File: config.mk
export PLATFORM = sky130hd
export DESIGN_NAME = lru_address_range_table_unit_flat
export DESIGN_NICKNAME = d
export VERILOG_FILES = /design/src/sv/lrat_pkg.sv /design/src/sv/lrat_req_if.sv /design/src/sv/lrat_rsp_if.sv /design/src/sv/lru_address_range_table_unit.sv /design/src/sv/lrat_dp.sv /design/src/sv/lrat_ctrl.sv /design/src/flat_wrapper.sv
export SDC_FILE = /design/constraint.sdc
export NUM_CORES = 2
export LEC_CHECK = 0
export BUFFER_PORTS_ARGS = -buffer_cell sky130_fd_sc_hd__buf_2
export CORE_MARGIN = 4
export CORE_UTILIZATION = 50
export CTS_BUF_LIST = sky130_fd_sc_hd__clkbuf_8
export DETAILED_ROUTE_END_ITERATION = 7
export PLACE_DENSITY = 0.74
export RECOVER_POWER = 25
export SYNTH_ARGS = -nofsm -noshare
export SYNTH_HDL_FRONTEND = slang
export SYNTH_SLANG_ARGS = --single-unit
File: constraint.sdc
create_clock -name clk -period 7.25 [get_ports clk]
set_input_delay 1.45 -clock clk [delete_from_list [all_inputs] [get_ports clk]]
set_output_delay 1.45 -clock clk [all_outputs]
set_load 0.02 [all_outputs]
File: src/sv/lrat_pkg.sv
// ---------------------------------------------------------------------------
// lrat_pkg
// shared constants, codes and controller/datapath structs
// ---------------------------------------------------------------------------
package lrat_pkg;

  localparam int LRAT_DEPTH     = 16;
  localparam int LRAT_ADDR_BITS = 32;
  localparam int OUT_W          = 32;
  localparam int MODE_W         = 3;
  localparam int STATUS_W       = 3;

  // request modes
  localparam logic [MODE_W-1:0] MODE_INSERT       = 3'd0;
  localparam logic [MODE_W-1:0] MODE_REMOVE       = 3'd1;
  localparam logic [MODE_W-1:0] MODE_LOOKUP       = 3'd2;
  localparam logic [MODE_W-1:0] MODE_LOOKUP_TOUCH = 3'd3;
  localparam logic [MODE_W-1:0] MODE_MODIFY       = 3'd4;
  localparam logic [MODE_W-1:0] MODE_MODIFY_TOUCH = 3'd5;
  localparam logic [MODE_W-1:0] MODE_EVICT        = 3'd6;
  localparam logic [MODE_W-1:0] MODE_CLEAR        = 3'd7;

  // response status
  localparam logic [STATUS_W-1:0] ST_OK        = 3'd0;
  localparam logic [STATUS_W-1:0] ST_NOT_FOUND = 3'd1;
  localparam logic [STATUS_W-1:0] ST_OVERLAP   = 3'd2;
  localparam logic [STATUS_W-1:0] ST_FULL      = 3'd3;
  localparam logic [STATUS_W-1:0] ST_EMPTY     = 3'd4;

  // memory read address source
  localparam logic [1:0] RD_NONE   = 2'd0;
  localparam logic [1:0] RD_PTR    = 2'd1;
  localparam logic [1:0] RD_PTR_M1 = 2'd2;
  localparam logic [1:0] RD_LAST   = 2'd3;

  // walk pointer update
  localparam logic [2:0] PTR_HOLD     = 3'd0;
  localparam logic [2:0] PTR_ZERO     = 3'd1;
  localparam logic [2:0] PTR_INC      = 3'd2;
  localparam logic [2:0] PTR_DEC      = 3'd3;
  localparam logic [2:0] PTR_RIDX     = 3'd4;
  localparam logic [2:0] PTR_RIDX_INC = 3'd5;
  localparam logic [2:0] PTR_CNT      = 3'd6;

  // memory write source
  localparam logic [2:0] WR_NONE        = 3'd0;
  localparam logic [2:0] WR_UP          = 3'd1;
  localparam logic [2:0] WR_DOWN        = 3'd2;
  localparam logic [2:0] WR_RIDX_REPL   = 3'd3;
  localparam logic [2:0] WR_FRONT_NEW   = 3'd4;
  localparam logic [2:0] WR_FRONT_SAVED = 3'd5;
  localparam logic [2:0] WR_FRONT_REPL  = 3'd6;

  // entry count update
  localparam logic [1:0] CNT_HOLD = 2'd0;
  localparam logic [1:0] CNT_INC  = 2'd1;
  localparam logic [1:0] CNT_DEC  = 2'd2;
  localparam logic [1:0] CNT_CLR  = 2'd3;

  typedef struct packed {
    logic                in_ld;
    logic [1:0]          rd;
    logic [2:0]          ptr_op;
    logic [2:0]          wr;
    logic [1:0]          cnt_op;
    logic                hold_ld;
    logic                out_ld;
    logic [STATUS_W-1:0] out_status;
    logic                out_evict;
  } lrat_cmd_t;

  typedef struct packed {
    logic rd_valid;
    logic ovl;
    logic start_eq;
    logic end_eq;
    logic ptr_lt_cnt;
    logic ptr_zero;
    logic cnt_zero;
    logic cnt_full;
  } lrat_stat_t;

endpackage

File: src/sv/lrat_req_if.sv
// ---------------------------------------------------------------------------
// lrat_req_if
// request channel: mode and address ranges with valid/ready
// ---------------------------------------------------------------------------
interface lrat_req_if import lrat_pkg::*; #(
  parameter int ADDR_BITS = LRAT_ADDR_BITS
) ();

  logic                 valid;
  logic                 ready;
  logic [MODE_W-1:0]    mode;
  logic [ADDR_BITS-1:0] range_start;
  logic [ADDR_BITS-1:0] range_end;
  logic [ADDR_BITS-1:0] replace_start;
  logic [ADDR_BITS-1:0] replace_end;

  modport source (
    output valid, mode, range_start, range_end, replace_start, replace_end,
    input  ready
  );

  modport sink (
    input  valid, mode, range_start, range_end, replace_start, replace_end,
    output ready
  );

endinterface

File: src/sv/lrat_rsp_if.sv
// ---------------------------------------------------------------------------
// lrat_rsp_if
// response channel: status and evicted range with valid/ready
// ---------------------------------------------------------------------------
interface lrat_rsp_if import lrat_pkg::*; ();

  logic                valid;
  logic                ready;
  logic [STATUS_W-1:0] status;
  logic [OUT_W-1:0]    out_start;
  logic [OUT_W-1:0]    out_end;

  modport source (
    output valid, status, out_start, out_end,
    input  ready
  );

  modport sink (
    input  valid, status, out_start, out_end,
    output ready
  );

endinterface

File: src/sv/lru_address_range_table_unit.sv
// ---------------------------------------------------------------------------
// lru_address_range_table_unit
// most-recently-used ordered table of address ranges
// ---------------------------------------------------------------------------
// req channel: one word per command (mode, range_start, range_end,
// replace_start, replace_end); accepted when valid and ready are high.
// rsp channel: one word per command (status, out_start, out_end).
// the table is a single-port-read, single-port-write memory of DEPTH
// entries; a command is carried out by walks over it, one entry a cycle.
// clear, and evict on an empty table, go straight to the result; evict
// reads the last entry; lookup and modify walk from the front until the
// entry is found; insert walks for an overlap, then shifts each entry back
// one place; remove closes the gap behind the entry; touch modes move it
// to the front, and modify touch writes the replacement there.
// ready is high only while no command is in progress; the next command is
// taken while the previous result still waits in the output register.
// a stalled receiver holds the result word; a finished command then waits
// for the output register to free up before returning to idle.
// reset empties the table at once (entry count to zero) and clears valid.
// ---------------------------------------------------------------------------
module lru_address_range_table_unit import lrat_pkg::*; #(
  parameter int DEPTH     = LRAT_DEPTH,
  parameter int ADDR_BITS = LRAT_ADDR_BITS
) (
  input logic        clk,
  input logic        rst,
  lrat_req_if.sink   req,
  lrat_rsp_if.source rsp
);

  lrat_cmd_t  cmd;
  lrat_stat_t stat;

  // sequencer
  lrat_ctrl u_ctrl (
    .clk       (clk),
    .rst       (rst),
    .req_valid (req.valid),
    .req_mode  (req.mode),
    .req_ready (req.ready),
    .rsp_valid (rsp.valid),
    .rsp_ready (rsp.ready),
    .stat      (stat),
    .cmd       (cmd)
  );

  // table storage and compares
  lrat_dp #(
    .DEPTH     (DEPTH),
    .ADDR_BITS (ADDR_BITS)
  ) u_dp (
    .clk           (clk),
    .rst           (rst),
    .cmd           (cmd),
    .stat          (stat),
    .range_start   (req.range_start),
    .range_end     (req.range_end),
    .replace_start (req.replace_start),
    .replace_end   (req.replace_end),
    .status        (rsp.status),
    .out_start     (rsp.out_start),
    .out_end       (rsp.out_end)
  );

endmodule

File: src/sv/lrat_dp.sv
// ---------------------------------------------------------------------------
// lrat_dp
// range memory, walk pointer, entry count, compares and result register
// ---------------------------------------------------------------------------
module lrat_dp import lrat_pkg::*; #(
  parameter int DEPTH     = LRAT_DEPTH,
  parameter int ADDR_BITS = LRAT_ADDR_BITS
) (
  input  logic                 clk,
  input  logic                 rst,
  input  lrat_cmd_t            cmd,
  output lrat_stat_t           stat,
  input  logic [ADDR_BITS-1:0] range_start,
  input  logic [ADDR_BITS-1:0] range_end,
  input  logic [ADDR_BITS-1:0] replace_start,
  input  logic [ADDR_BITS-1:0] replace_end,
  output logic [STATUS_W-1:0]  status,
  output logic [OUT_W-1:0]     out_start,
  output logic [OUT_W-1:0]     out_end
);

  localparam int IDX_W  = $clog2(DEPTH);
  localparam int CNT_W  = $clog2(DEPTH + 1);
  localparam int WORD_W = 2 * ADDR_BITS;

  logic [ADDR_BITS-1:0] key_start;
  logic [ADDR_BITS-1:0] key_end;
  logic [ADDR_BITS-1:0] repl_start;
  logic [ADDR_BITS-1:0] repl_end;

  logic [WORD_W-1:0]    mem [DEPTH];
  logic [WORD_W-1:0]    rd_word;
  logic [WORD_W-1:0]    hold_word;
  logic                 rd_valid;
  logic [IDX_W-1:0]     rd_idx;
  logic [CNT_W-1:0]     ptr;
  logic [CNT_W-1:0]     cnt;

  logic [ADDR_BITS-1:0] rd_start;
  logic [ADDR_BITS-1:0] rd_end;
  logic [ADDR_BITS-1:0] hold_start;
  logic [ADDR_BITS-1:0] hold_end;
  logic [CNT_W-1:0]     ptr_m1;
  logic [CNT_W-1:0]     cnt_m1;
  logic                 rd_en;
  logic [IDX_W-1:0]     ra;
  logic                 we;
  logic [IDX_W-1:0]     wa;
  logic [WORD_W-1:0]    wd;

  assign rd_start   = rd_word[WORD_W-1 -: ADDR_BITS];
  assign rd_end     = rd_word[ADDR_BITS-1:0];
  assign hold_start = hold_word[WORD_W-1 -: ADDR_BITS];
  assign hold_end   = hold_word[ADDR_BITS-1:0];
  assign ptr_m1     = ptr - CNT_W'(1);
  assign cnt_m1     = cnt - CNT_W'(1);

  // request word capture
  always_ff @(posedge clk) begin
    if (cmd.in_ld) begin
      key_start  <= range_start;
      key_end    <= range_end;
      repl_start <= replace_start;
      repl_end   <= replace_end;
    end
  end

  // read address select
  always_comb begin
    rd_en = 1'b1;
    ra    = ptr[IDX_W-1:0];
    case (cmd.rd)
      RD_PTR:    ra = ptr[IDX_W-1:0];
      RD_PTR_M1: ra = ptr_m1[IDX_W-1:0];
      RD_LAST:   ra = cnt_m1[IDX_W-1:0];
      default:   rd_en = 1'b0;
    endcase
  end

  // write address and data select
  always_comb begin
    we = 1'b0;
    wa = rd_idx;
    wd = rd_word;
    case (cmd.wr)
      WR_UP: begin
        we = rd_valid;
        wa = rd_idx + IDX_W'(1);
      end
      WR_DOWN: begin
        we = rd_valid;
        wa = rd_idx - IDX_W'(1);
      end
      WR_RIDX_REPL: begin
        we = 1'b1;
        wd = {repl_start, repl_end};
      end
      WR_FRONT_NEW: begin
        we = 1'b1;
        wa = '0;
        wd = {key_start, key_end};
      end
      WR_FRONT_SAVED: begin
        we = 1'b1;
        wa = '0;
        wd = hold_word;
      end
      WR_FRONT_REPL: begin
        we = 1'b1;
        wa = '0;
        wd = {repl_start, repl_end};
      end
      default: we = 1'b0;
    endcase
  end

  // range memory with registered read
  always_ff @(posedge clk) begin
    if (we) begin
      mem[wa] <= wd;
    end
    if (rd_en) begin
      rd_word <= mem[ra];
      rd_idx  <= ra;
    end
  end

  // read pending flag
  always_ff @(posedge clk) begin
    if (rst) begin
      rd_valid <= 1'b0;
    end else begin
      rd_valid <= rd_en;
    end
  end

  // walk pointer
  always_ff @(posedge clk) begin
    if (rst) begin
      ptr <= '0;
    end else begin
      case (cmd.ptr_op)
        PTR_ZERO:     ptr <= '0;
        PTR_INC:      ptr <= ptr + CNT_W'(1);
        PTR_DEC:      ptr <= ptr_m1;
        PTR_RIDX:     ptr <= CNT_W'(rd_idx);
        PTR_RIDX_INC: ptr <= CNT_W'(rd_idx) + CNT_W'(1);
        PTR_CNT:      ptr <= cnt;
        default:      ptr <= ptr;
      endcase
    end
  end

  // entry count
  always_ff @(posedge clk) begin
    if (rst) begin
      cnt <= '0;
    end else begin
      case (cmd.cnt_op)
        CNT_INC: cnt <= cnt + CNT_W'(1);
        CNT_DEC: cnt <= cnt_m1;
        CNT_CLR: cnt <= '0;
        default: cnt <= cnt;
      endcase
    end
  end

  // saved entry for touch and evict
  always_ff @(posedge clk) begin
    if (cmd.hold_ld) begin
      hold_word <= rd_word;
    end
  end

  // result register
  always_ff @(posedge clk) begin
    if (cmd.out_ld) begin
      status    <= cmd.out_status;
      out_start <= cmd.out_evict ? OUT_W'(hold_start) : '0;
      out_end   <= cmd.out_evict ? OUT_W'(hold_end) : '0;
    end
  end

  // compares on the entry just read, the walk pointer and the entry count
  always_comb begin
    stat.rd_valid   = rd_valid;
    stat.ovl        = ((rd_start < key_start) && (rd_end >= key_start)) ||
                      ((rd_start <= key_end) && (rd_end > key_end));
    stat.start_eq   = (rd_start == key_start);
    stat.end_eq     = (rd_end == key_end);
    stat.ptr_lt_cnt = (ptr < cnt);
    stat.ptr_zero   = (ptr == '0);
    stat.cnt_zero   = (cnt == '0);
    stat.cnt_full   = (cnt >= CNT_W'(DEPTH));
  end

endmodule

File: src/sv/lrat_ctrl.sv
// ---------------------------------------------------------------------------
// lrat_ctrl
// sequencer: search walk, shift walks, evict read and response handoff
// ---------------------------------------------------------------------------
module lrat_ctrl import lrat_pkg::*; (
  input  logic              clk,
  input  logic              rst,
  input  logic              req_valid,
  input  logic [MODE_W-1:0] req_mode,
  output logic              req_ready,
  output logic              rsp_valid,
  input  logic              rsp_ready,
  input  lrat_stat_t        stat,
  output lrat_cmd_t         cmd
);

  localparam logic [2:0] S_IDLE = 3'd0;
  localparam logic [2:0] S_SCAN = 3'd1;
  localparam logic [2:0] S_SHUP = 3'd2;
  localparam logic [2:0] S_SHDN = 3'd3;
  localparam logic [2:0] S_EVRD = 3'd4;
  localparam logic [2:0] S_EVWT = 3'd5;
  localparam logic [2:0] S_FIN  = 3'd6;

  logic [2:0]          state;
  logic [2:0]          state_next;
  logic [MODE_W-1:0]   mode;
  logic [MODE_W-1:0]   mode_next;
  logic [STATUS_W-1:0] code;
  logic [STATUS_W-1:0] code_next;
  logic                evict;
  logic                evict_next;
  logic                rsp_valid_next;
  logic                ovl_mode;
  logic                hit;

  assign req_ready = (state == S_IDLE);
  assign ovl_mode  = (mode == MODE_INSERT);
  assign hit       = stat.rd_valid && (ovl_mode ? stat.ovl : stat.start_eq);

  // next state and datapath commands
  always_comb begin
    state_next = state;
    mode_next  = mode;
    code_next  = code;
    evict_next = evict;
    cmd        = '0;
    case (state)
      S_IDLE: begin
        if (req_valid) begin
          cmd.in_ld  = 1'b1;
          mode_next  = req_mode;
          code_next  = ST_OK;
          evict_next = 1'b0;
          case (req_mode)
            MODE_CLEAR: begin
              cmd.cnt_op = CNT_CLR;
              state_next = S_FIN;
            end
            MODE_EVICT: begin
              if (stat.cnt_zero) begin
                code_next  = ST_EMPTY;
                state_next = S_FIN;
              end else begin
                state_next = S_EVRD;
              end
            end
            default: begin
              cmd.ptr_op = PTR_ZERO;
              state_next = S_SCAN;
            end
          endcase
        end
      end
      // front-to-back walk, one read issued per cycle
      S_SCAN: begin
        if (hit) begin
          if (ovl_mode) begin
            code_next  = ST_OVERLAP;
            state_next = S_FIN;
          end else if (!stat.end_eq) begin
            code_next  = ST_NOT_FOUND;
            state_next = S_FIN;
          end else begin
            cmd.hold_ld = 1'b1;
            case (mode)
              MODE_MODIFY: begin
                cmd.wr     = WR_RIDX_REPL;
                state_next = S_FIN;
              end
              MODE_REMOVE: begin
                cmd.ptr_op = PTR_RIDX_INC;
                state_next = S_SHDN;
              end
              MODE_LOOKUP_TOUCH, MODE_MODIFY_TOUCH: begin
                cmd.ptr_op = PTR_RIDX;
                state_next = S_SHUP;
              end
              default: state_next = S_FIN;
            endcase
          end
        end else if (!stat.rd_valid && !stat.ptr_lt_cnt) begin
          // walk ended with no hit
          if (!ovl_mode) begin
            code_next  = ST_NOT_FOUND;
            state_next = S_FIN;
          end else if (stat.cnt_full) begin
            code_next  = ST_FULL;
            state_next = S_FIN;
          end else begin
            cmd.ptr_op = PTR_CNT;
            state_next = S_SHUP;
          end
        end else if (stat.ptr_lt_cnt) begin
          cmd.rd     = RD_PTR;
          cmd.ptr_op = PTR_INC;
        end
      end
      // move entries one place back, then fill the front
      S_SHUP: begin
        cmd.wr = WR_UP;
        if (stat.ptr_zero && !stat.rd_valid) begin
          case (mode)
            MODE_INSERT: begin
              cmd.wr     = WR_FRONT_NEW;
              cmd.cnt_op = CNT_INC;
            end
            MODE_LOOKUP_TOUCH: cmd.wr = WR_FRONT_SAVED;
            default:           cmd.wr = WR_FRONT_REPL;
          endcase
          state_next = S_FIN;
        end else if (!stat.ptr_zero) begin
          cmd.rd     = RD_PTR_M1;
          cmd.ptr_op = PTR_DEC;
        end
      end
      // close the gap left by a removed entry
      S_SHDN: begin
        cmd.wr = WR_DOWN;
        if (!stat.ptr_lt_cnt && !stat.rd_valid) begin
          cmd.cnt_op = CNT_DEC;
          state_next = S_FIN;
        end else if (stat.ptr_lt_cnt) begin
          cmd.rd     = RD_PTR;
          cmd.ptr_op = PTR_INC;
        end
      end
      S_EVRD: begin
        cmd.rd     = RD_LAST;
        state_next = S_EVWT;
      end
      S_EVWT: begin
        cmd.hold_ld = 1'b1;
        cmd.cnt_op  = CNT_DEC;
        evict_next  = 1'b1;
        state_next  = S_FIN;
      end
      // hand the result word to the output register
      S_FIN: begin
        if (!rsp_valid || rsp_ready) begin
          cmd.out_ld     = 1'b1;
          cmd.out_status = code;
          cmd.out_evict  = evict;
          state_next     = S_IDLE;
        end
      end
      default: state_next = S_IDLE;
    endcase
  end

  // output valid
  always_comb begin
    rsp_valid_next = rsp_valid;
    if (cmd.out_ld) begin
      rsp_valid_next = 1'b1;
    end else if (rsp_ready) begin
      rsp_valid_next = 1'b0;
    end
  end

  // control registers
  always_ff @(posedge clk) begin
    if (rst) begin
      state     <= S_IDLE;
      rsp_valid <= 1'b0;
    end else begin
      state     <= state_next;
      rsp_valid <= rsp_valid_next;
    end
  end

  // per-request registers
  always_ff @(posedge clk) begin
    mode  <= mode_next;
    code  <= code_next;
    evict <= evict_next;
  end

endmodule

File: src/flat_wrapper.sv
// flat-port wrapper written by rule: the top's interface ports become plain ports
module lru_address_range_table_unit_flat import lrat_pkg::*;
#(
  parameter int DEPTH     = LRAT_DEPTH,
  parameter int ADDR_BITS = LRAT_ADDR_BITS
)
  (clk, rst, req_valid, req_mode, req_range_start, req_range_end, req_replace_start, req_replace_end, req_ready, rsp_valid, rsp_status, rsp_out_start, rsp_out_end, rsp_ready);
  lrat_req_if #(.ADDR_BITS(ADDR_BITS)) req_i ();
  lrat_rsp_if rsp_i ();
  input logic clk;
  input logic rst;
  input wire logic [$bits(req_i.valid)-1:0] req_valid;
  input wire logic [$bits(req_i.mode)-1:0] req_mode;
  input wire logic [$bits(req_i.range_start)-1:0] req_range_start;
  input wire logic [$bits(req_i.range_end)-1:0] req_range_end;
  input wire logic [$bits(req_i.replace_start)-1:0] req_replace_start;
  input wire logic [$bits(req_i.replace_end)-1:0] req_replace_end;
  output wire logic [$bits(req_i.ready)-1:0] req_ready;
  output wire logic [$bits(rsp_i.valid)-1:0] rsp_valid;
  output wire logic [$bits(rsp_i.status)-1:0] rsp_status;
  output wire logic [$bits(rsp_i.out_start)-1:0] rsp_out_start;
  output wire logic [$bits(rsp_i.out_end)-1:0] rsp_out_end;
  input wire logic [$bits(rsp_i.ready)-1:0] rsp_ready;
  assign req_i.valid = req_valid;
  assign req_i.mode = req_mode;
  assign req_i.range_start = req_range_start;
  assign req_i.range_end = req_range_end;
  assign req_i.replace_start = req_replace_start;
  assign req_i.replace_end = req_replace_end;
  assign req_ready = req_i.ready;
  assign rsp_valid = rsp_i.valid;
  assign rsp_status = rsp_i.status;
  assign rsp_out_start = rsp_i.out_start;
  assign rsp_out_end = rsp_i.out_end;
  assign rsp_i.ready = rsp_ready;
  lru_address_range_table_unit #(.DEPTH(DEPTH), .ADDR_BITS(ADDR_BITS)) u_core (.clk(clk), .rst(rst), .req(req_i), .rsp(rsp_i));
endmodule
==> impl_metrics.tcl <==
set metrics [dict create \
    dpl_cell_area_um2 60210 \
    numCtsBuffers 213 \
    nets 5036 \
    core_area_um2 113100 \
    cp-end-kind "flop" \
    synth_nets 4785 \
    slew_viol_final 218 \
    place_congestion 0.9782 \
    synth_compound_area_frac 0.06492 \
    hp-start "u_core.u_dp.rd_word[63]" \
    grt.total_usage 0.2757 \
    max-cap-violations 5 \
    ys_top_cells_by_area "edfxtp_1 (71%), nand2_1 (8.0%), nand3_1 (4.7%), ha_1 (3.0%), a311oi_1 (2.0%)" \
    power_leakage_nw 23.06 \
    top_level_ports 204 \
    p_sw_mw 13.91 \
    grt_overflow_total 0 \
    cts_buffer_depth 3 \
    ys_ff_latch 1373 \
    rsz0062_at_grt "no" \
    synth-async-reset-ratio 0 \
    syn_area_um2 57350 \
    violations "capacitance limit, slew limit" \
    yosysUniqueCellTypes 71 \
    synth-simple-area-share 0.1561 \
    synth_cells 4511 \
    reg2reg_depth 10 \
    cp_max_fo 58 \
    fill_cells 8970 \
    path_class "flop to flop" \
    num_rows 123 \
    num_vias 39124 \
    die_area_um2 120200 \
    arrival_ps 6420 \
    r2r_setup_slack_ps 1320 \
    antenna_found_initial 15 \
    antenna_left 0 \
    clk_latency_ps 900 \
    synth_xor_area_frac 0.001527 \
    portBuffers 203 \
    startpoint_type "flop" \
    drt_wl_total_um 169200 \
    period_share 0.8177 \
    synthAdderAreaFrac 0.03046 \
    cts.repair_timing.setup_buffer_count 0 \
    min_path_cells 0 \
    clock_sinks 1373 \
    grt_pass1_vias 37030 \
    drt-initial-drc-count 5438 \
    fin_area_um2 63880 \
    root_buffer "clkbuf_8" \
    slew_headroom -1.140 \
    layout-drive-gt1-share 0.09718 \
    grt_first_pass_wirelength_um 247300 \
    cp.required_ps 7750 \
    hold_buffers 0 \
    cts.htree.levels 4 \
    dp_hpwl_um 108300 \
    tns_ps 0 \
    seqPwrFrac 0.375 \
    cts_resized 0 \
    seq_area_frac_synth 0.7163 \
    synthMuxAreaShare 0.003687 \
    ys_dominant_reg_cell "edfxtp_1" \
    fin_skew_ps 46.60 \
    synth_edf_count 1358 \
    synth_warnings 0 \
    drc 0 \
    worst_slew_pin_slew_ps 3210 \
    synth_top_area_frac 0.7110 \
    post_drt_wl_per_cell_um 26.28 \
    fmax_mhz 168.7 \
    grt_max_degree 141 \
    die_w_um 346.7 \
    power.density_nw_per_um2 493.3 \
    path_clk_slew_ps 60 \
    initial_utilization 0.5070 \
    hold_slack_ps 519.3 \
    p_comb_frac 0.436 \
    r2r-start "u_core.u_dp.ptr[0]" \
    status "finished, violations left" \
    cts_tree "done" \
    swShare 0.4415 \
    die_y_um 346.7 \
    first_pass_iters 8 \
    finalHoldViolCount 0 \
    syn-mean-instance-area_um2 12.71 \
    clockPowerShare 0.190 \
    period_needed_ps 5928 \
    areaGrowthSynthToFinish_pct 11.39 \
    yosysTopAreaCell "edfxtp_1" \
    vias_per_cell 6.078 \
    synth_top_family_by_area "simple AND/OR/NAND/NOR gates" \
    ir_drop_mv 0.3596 \
    final-setup-viol-count 0 \
    internal_power_mw 17.60 \
    min_path_type "flop to flop" \
    r2r-end "u_core.u_dp.mem[11][10]" \
    holdPathEnd "u_core.u_dp.hold_word[63]" \
]
layout make-up:
class | instances | area, um^2 | share of cell area
antenna | 8 | 20.02 | 0.0003134
timing repair buffer | 311 | 1737 | 0.02719
clock inverter | 163 | 863.3 | 0.01351
tap | 1500 | 1877 | 0.02938
clock buffer | 219 | 3014 | 0.04718
inverter | 90 | 362.8 | 0.005680
sequential | 1373 | 41080 | 0.6430
multi-input combinational | 2773 | 14930 | 0.2337
routing by layer:
metal | up-vias | wire, um | GRT usage
li1 | 17214 | - | -
met1 | 19085 | 64440 | 0.3824
met2 | 2449 | 76440 | 0.4171
met3 | 366 | 19560 | 0.06255
met4 | 10 | 8650 | 0.1299
met5 | - | 68 | 0
critical path, cell delays in order, from the launching register on:
cell and delay, ps:
dfxtp_1 410, inv_1 120, ha_1 190, or3b_1 420
or3_1 470, nor3_1 1300, nand2_4 850, buf_4 480
a21oi_1 140, a21oi_1 60, o21ai_1 1050
how the worst max path moves through the flow:
stage / from / endpoint / slack [ps]
2_1_floorplan: u_core.u_ctrl.state[1] / u_core.u_dp.mem[0][0] / 1300
4_1_cts: u_core.u_dp.rd_word[30] / u_core.u_dp.mem[1][40] / 2060
6_report: u_core.u_dp.ptr[0] / u_core.u_dp.mem[11][10] / 1320
5_1_grt: u_core.u_dp.ptr[0] / u_core.u_dp.mem[12][10] / 1190
3_5_place_dp: u_core.u_dp.rd_word[30] / u_core.u_dp.mem[1][4] / 2110
3_3_place_gp: u_core.u_dp.rd_word[30] / u_core.u_dp.mem[1][7] / 2240
cell usage in the layout (no fill, tap or decap), types with 22 or more instances in the layout:
cell         n
nand3_1    537
clkinv_1    55
a31oi_1     68
nor2_1      33
o21ai_1     30
buf_2       76
and3_1     135
a311oi_1   130
buf_4       87
a21oi_1    167
edfxtp_1  1358
nand4_1     28
o21ai_0     43
clkbuf_1   138
a21o_1      22
ha_1       138
nand2_1   1223
clkbuf_8   219
inv_1      157
state kept, by name (all words and copies together) (netlist names):
register	flops
u_core.u_dp.mem	1024
u_core.u_dp.hold_word	64
u_core.u_dp.rd_word	64
u_core.u_dp.key_end	32
u_core.u_dp.key_start	32
u_core.u_dp.out_end	32
u_core.u_dp.out_start	32
u_core.u_dp.repl_end	32
u_core.u_dp.repl_start	32
u_core.u_dp.cnt	5
u_core.u_dp.ptr	5
u_core.u_dp.rd_idx	4
u_core.u_ctrl.code	3
u_core.u_ctrl.mode	3
u_core.u_ctrl.state	3
u_core.u_dp.status	3
u_core.u_ctrl.evict	1
u_core.u_ctrl.rsp_valid	1
u_core.u_dp.rd_valid	1
Yosys cell counts, drive strengths merged (5+ instances only):
cell type	instances
a21o	23
edfxtp	1358
o21a	7
nor2b	10
o211ai	6
and2	6
xnor2	6
a22oi	22
dfxtp	15
nor2	50
nor3	22
nand2b	8
nand2	1225
o21ai	87
inv	89
buf	150
clkbuf	125
nor4	5
a211oi	10
mux2i	20
a221oi	5
ha	138
a31oi	69
a311oi	130
nand4	28
nand3	537
a21oi	168
and3	135
power by group through the flow:
stage	clock, mW	combinational, mW	sequential (mW)
detailed placement	0	13.4	11.9
global route	6.43	14.7	11.9
finish	5.98	13.7	11.8
CTS	6.05	13.5	11.8
floorplan	0	8.07	11.6
global placement	0	13.3	11.9
cell families (layout without fill, tap and decap cells):
kind of cell	count (synthesis)	in the layout
compound gates	560	560
xor+xnor	10	10
fa+ha+maj	139	139
buf+inv	365	783
flops	1373	1373
mux	21	21
other cells	0	8
simple gates	2043	2043
per-stage QoR:
step | worst slack (ps) | util | std cells | power (mW)
2_1_floorplan | 1297 | - | 4511 | 19.72
3_3_place_gp | 2243 | 0.5323 | 6046 | 25.17
3_5_place_dp | 2114 | 0.5323 | 6046 | 25.36
4_1_cts | 2062 | 0.5666 | 6428 | 31.30
5_1_grt | 1187 | 0.5646 | 6432 | 33.02
6_report | 1322 | 0.5648 | 6437 | 31.52
No activity file was read; power rests on OpenSTA's default activity.
